$ cat src/sv/lsi_pkg.sv
`timescale 1ns / 1ps
`default_nettype none
// ----------------------------------------------------------------------------
// lsi_pkg
// Shared widths, register indexes and the divider cell payload for the
// line segment intersection block.
// ----------------------------------------------------------------------------
package lsi_pkg;

    localparam int COORD_W  = 32;
    localparam int ITEM_W   = 8 * COORD_W;
    localparam int DEN_W    = 66;   // |r x s| <= 2^65
    localparam int QUO_W    = 32;   // quotient bits produced by the cell row
    localparam int NUM_W    = 100;  // |a*den + r*nt| < 2^99
    localparam int PTOL_W   = 32;
    localparam int TOL_W    = 16;
    localparam int CFG_IDX_W = 2;
    localparam int NUM_CELLS = QUO_W;

    localparam logic [CFG_IDX_W-1:0] REG_PARALLEL_TOL = 2'd0;
    localparam logic [CFG_IDX_W-1:0] REG_PARAM_TOL    = 2'd1;

    localparam logic [COORD_W-1:0] COORD_MAX = 32'h7fff_ffff;
    localparam logic [COORD_W-1:0] COORD_MIN = 32'h8000_0000;

    // one coordinate in flight through the divider row
    typedef struct packed {
        logic               neg;
        logic               big;    // quotient already known to exceed 32 bits
        logic [DEN_W-1:0]   rem;
        logic [QUO_W-1:0]   lq;     // low numerator bits out, quotient bits in
    } div_lane_t;

    typedef struct packed {
        logic               found;
        logic [DEN_W-1:0]   den;
        div_lane_t          x;
        div_lane_t          y;
    } cell_t;

endpackage
`default_nettype wire

$ cat src/sv/lsi_div_cell.sv
`timescale 1ns / 1ps
`default_nettype none
// ----------------------------------------------------------------------------
// lsi_div_cell
// One restoring division step on both coordinates, registered, with its own
// valid and a ready that lets bubbles close up.
// ----------------------------------------------------------------------------
module lsi_div_cell (
    input  wire logic             clk,
    input  wire logic             rst_n,
    input  wire logic             in_valid,
    output logic                  in_ready,
    input  wire lsi_pkg::cell_t   in_cell,
    output logic                  out_valid,
    input  wire logic             out_ready,
    output lsi_pkg::cell_t        out_cell
);

    logic           valid_reg;
    lsi_pkg::cell_t cell_reg, cell_next;

    function automatic lsi_pkg::div_lane_t lane_step(lsi_pkg::div_lane_t l,
                                                     logic [lsi_pkg::DEN_W-1:0] d);
        logic [lsi_pkg::DEN_W:0] trial;
        logic [lsi_pkg::DEN_W:0] diff;
        logic                    ge;
        lsi_pkg::div_lane_t      r;
        trial = {l.rem, l.lq[lsi_pkg::QUO_W-1]};
        diff  = trial - {1'b0, d};
        ge    = trial >= {1'b0, d};
        r.neg = l.neg;
        r.big = l.big;
        r.rem = ge ? diff[lsi_pkg::DEN_W-1:0] : trial[lsi_pkg::DEN_W-1:0];
        r.lq  = {l.lq[lsi_pkg::QUO_W-2:0], ge};
        return r;
    endfunction

    always_comb
    begin
        cell_next       = in_cell;
        cell_next.x     = lane_step(in_cell.x, in_cell.den);
        cell_next.y     = lane_step(in_cell.y, in_cell.den);
    end

    assign in_ready  = !valid_reg || out_ready;
    assign out_valid = valid_reg;
    assign out_cell  = cell_reg;

    always_ff @(posedge clk or negedge rst_n)
    begin
        if (!rst_n)
        begin
            valid_reg <= 1'b0;
        end
        else if (in_ready)
        begin
            valid_reg <= in_valid;
        end
    end

    always_ff @(posedge clk)
    begin
        if (in_ready)
        begin
            cell_reg <= cell_next;
        end
    end

endmodule
`default_nettype wire

$ cat config.mk
export PLATFORM = sky130hd
export DESIGN_NAME = lsi_div_cell
export DESIGN_NICKNAME = d
export VERILOG_FILES = /design/src/sv/lsi_pkg.sv /design/src/sv/lsi_div_cell.sv
export SDC_FILE = /design/constraint.sdc
export NUM_CORES = 1
export LEC_CHECK = 0
export BUFFER_PORTS_ARGS = -buffer_cell sky130_fd_sc_hd__buf_2
export CAP_MARGIN = 20
export CORE_MARGIN = 8
export CORE_UTILIZATION = 40
export CTS_BUF_LIST = sky130_fd_sc_hd__clkbuf_8
export CTS_CLUSTER_SIZE = 25
export DETAILED_ROUTE_END_ITERATION = 10
export PLACE_DENSITY = 0.77
export SLEW_MARGIN = 20
export SYNTH_ARGS = -nofsm -noshare
export SYNTH_HDL_FRONTEND = slang
export SYNTH_SLANG_ARGS = --single-unit
$ cat constraint.sdc
create_clock -name clk -period 14.6 [get_ports clk]
set_input_delay 0.73 -clock clk [delete_from_list [all_inputs] [get_ports clk]]
set_output_delay 0.73 -clock clk [all_outputs]
set_load 0.03 [all_outputs]
# Word-level counts from Yosys, hierarchy flattened
# Cells that the tools add are included.
# Widths: inputs -> output; s select.
# word_totals
register_bits,268
in_bits,271
output_inout_bits,269
word_cells,19
# op_classes
n_addsub,2
n_lt_le_gt_ge,2
mux,2
n_reduce_logical,2
# ops
cell,n
$ge 67x66->1,2
$mux 66,2
$sub 66x66->66,2
$logic_not 1->1,1
$logic_or 1x1->1,1

# Longest topological paths before layout
# logic_depth
word_depth,2
mapped_depth,17
depth_no_buf,14

# Worst setup path before layout
# No wires, ideal clock.
# synth_path
kind,input-to-output
from,in out_ready
to,out in_ready
t_arrival_ps,7344
required_ps,13870
slack_ps,6526
path_stages,1
n_path_buf,0
cell_sequence,nand2b_1
# synth_via
elab_chain_cells,1
# synth_rtl
element,line_no,text
start: declaration,lsi_div_cell.sv:15,"input wire logic out_ready,"
$logic_or 1x1->1,lsi_div_cell.sv:45,assign in_ready = !valid_reg || out_ready;
end: declaration,lsi_div_cell.sv:12,"output logic in_ready,"
# Every way passes these cells.

==> out/qor.csv <==
metric;value;unit
holdPathStages;1;
crit_path_start_kind;primary input;
clock_sinks;268;
avgSynthCellArea;9.57;um2
reg2reg_slack;11.62;ns
peakVddDrop;0.0658;mV
arrival;5.29;ns
cts_max_level;2;
cellPowerDensity;118;nW/um2
cts_tree;done;
clk_latency;0.62;ns
fp.coreArea;43900;um2
synth.distinct_cells;77;
grt_setup_unrepaired;no;
fp.dieArea;51300;um2
antenna_found_initial;16;
timing_worst_slew_pin_value;1.00;ns
syn-num-nets;2256;
area.growth.synth_to_final;23.0;%
clock-root-buffer;clkbuf_8;
syn_inst;1851;
die_w;226;um
grt_use_total;0.244;
synth-edff-count;267;
portBuffers;539;
vias_per_cell;5.54;
rows;77;
p_leak;9.65;nW
place_congestion;0.947;
fin_nets;2759;
cts-buffers-inserted;47;
finalHoldViolCount;0;
cap_violations;0;
min_path_type;primary input to register;
place_area;20800;um2
grt_overflow_total;0;
max_freq;202;MHz
grt_pass1_vias;16400;
skew;0.0161;ns
grt_pass1_wl;96400;um
wl_per_cell;22.1;um
initial_core_util;0.403;
drive_gt1_frac;0.267;
grt_max_degree;78;
post-route-util;0.496;
status;finished, final reports clean;
routed-via-count;16600;
synth_area;17700;um2
critical_path.max_fanout;54;
async_flop_share;0.00373;
slew_violations;0;
clk_path_buf_depth;3;
synth-seq-area-share;0.454;
first_iter_violations;1389;
critical_path_class;primary input to register;
postLayoutCellArea;21800;um2
setup_viol;0;
critPathCaptureType;register;
crit_required;14.95;ns
relSlewSlack;0.332;
r2r_cells;3;
finalCritPeriodShare;0.339;
finalCriticalPeriod;4.95;ns
num-fill-cells;4175;
setup_tns;0;ns
drtAntennaViolNets;0;
ys_warn_count;0;
clkTransAtPathRegs;0.06;ns
ys_ff_latch;268;
drt_pass1_iterations;5;
synth-main-ff-cell;edfxtp_1;
dieHeight;226;um
top_level_ports;540;
drcViolationCount;0;
dpl.hpwl;54500;um
cts_post_setup_buffers_inserted;0;
routed_wirelength;66300;um
cells in the final DEF, fill, tap and decap left out, types with 7 or more instances in the layout:
master	Yosys	final
nor3_1	31	31
buf_2	31	539
o21ai_0	99	99
a211oi_1	15	15
ha_1	132	132
nand4_1	50	50
a21oi_1	279	279
o21bai_1	37	37
inv_1	107	126
and3_1	9	9
nor2_1	181	181
nor2b_1	8	8
xnor2_1	74	74
o211ai_1	9	9
mux2_1	7	7
and4_1	7	7
clkbuf_8	0	47
nand2b_1	13	12
diode_2	0	14
nand2_1	158	158
buf_4	1	9
o21a_1	13	13
nand3_1	23	23
nor4_1	7	7
xor2_1	45	45
o31ai_1	11	11
a21o_1	53	53
a31oi_1	21	21
edfxtp_1	267	267
power breakdown:
part           leakage, nW  switching, mW  internal (mW)  total, mW
logic                 6.44          0.594          0.273      0.867
registers             2.68         0.0276          0.971      0.998
clock network        0.533          0.325          0.372      0.698
through the flow:
step           total power [mW]  worst slack (ns)  hold slack [ns]  std cells
2_1_floorplan              1.60              6.53            0.434       1851
3_3_place_gp               1.86              9.06            0.505       2896
3_5_place_dp               1.87              9.06            0.507       2896
4_1_cts                    2.58              9.69            0.239       2980
5_1_grt                    2.68              9.39            0.252       2990
6_report                   2.56              9.65            0.294       2994
Yosys cell counts, drive strengths merged (24+ instances only):
library cell | n | area, um2
o21bai | 37 | 278
clkbuf | 61 | 229
edfxtp | 267 | 8020
o21ai | 106 | 538
nor3 | 32 | 165
nand2 | 158 | 593
xor2 | 45 | 394
a21o | 53 | 398
ha | 132 | 1650
a21oi | 280 | 1410
nand3 | 24 | 125
nand4 | 51 | 325
xnor2 | 74 | 648
inv | 108 | 405
buf | 34 | 178
nor2 | 181 | 679
metal layers:
| metal | vias up | share of wire | global-route usage | routed length, um |
|---|---|---|---|---|
| met5 | - | 0.00045 | 0 | 30 |
| met4 | 6 | 0.028 | 0.0846 | 1850 |
| met3 | 127 | 0.087 | 0.0528 | 5750 |
| met2 | 797 | 0.48 | 0.413 | 31800 |
| met1 | 7801 | 0.41 | 0.304 | 26900 |
| li1 | 7841 | - | - | - |
layout make-up:
class,count,area (um2),share of cell area
Inverter,108,405,0.0186
Timing Repair Buffer,549,2780,0.127
Multi-Input combinational cell,1380,8880,0.407
Clock inverter,36,264,0.0121
Clock buffer,47,647,0.0297
Tap cell,592,741,0.0340
Antenna cell,14,35.0,0.00161
Sequential cell,268,8040,0.369
worst max-delay path, stage by stage:
cell      delay, ns
buf_2          0.10
inv_1          0.08
ha_1           0.39
nand4_1        0.22
nor3_2         0.37
a221oi_2       0.19
o41ai_4        0.61
nand4_2        0.23
a21boi_2       0.32
o311ai_1       0.18
and2_1         0.21
inv_2          0.61
buf_4          0.62
mux2_1         0.39
worst paths after layout:
kind                                    from            end
worst min-delay path              in_cell[1]    out_cell[2]
worst min register to register     out_valid   out_cell[73]
min in group asynchronous              rst_n      out_valid
max in group asynchronous              rst_n      out_valid
worst max-delay path            in_cell[205]   out_cell[65]
worst max register to register     out_valid  out_cell[149]
cells by family (layout without fill, tap and decap cells):
family | count (synthesis) | count (layout) | synth area share
buf+inv | 203 | 740 | 0.0459
xor+xnor | 119 | 119 | 0.0589
fa+ha+maj | 134 | 134 | 0.0955
simple gates | 516 | 516 | 0.134
mux | 12 | 12 | 0.00756
flops | 268 | 268 | 0.454
other cells | 0 | 14 | 0
compound gates | 599 | 599 | 0.205
state kept, by name (all words and copies together) (netlist names):
register / cells
out_cell: 267
out_valid: 1
repair_timing:
action,4_1_cts,5_1_grt
endpoints found under the hold margin,1,0
hold buffers,1,0
resized for setup,0,0
Note: power is estimated with default switching activity, not from simulation.
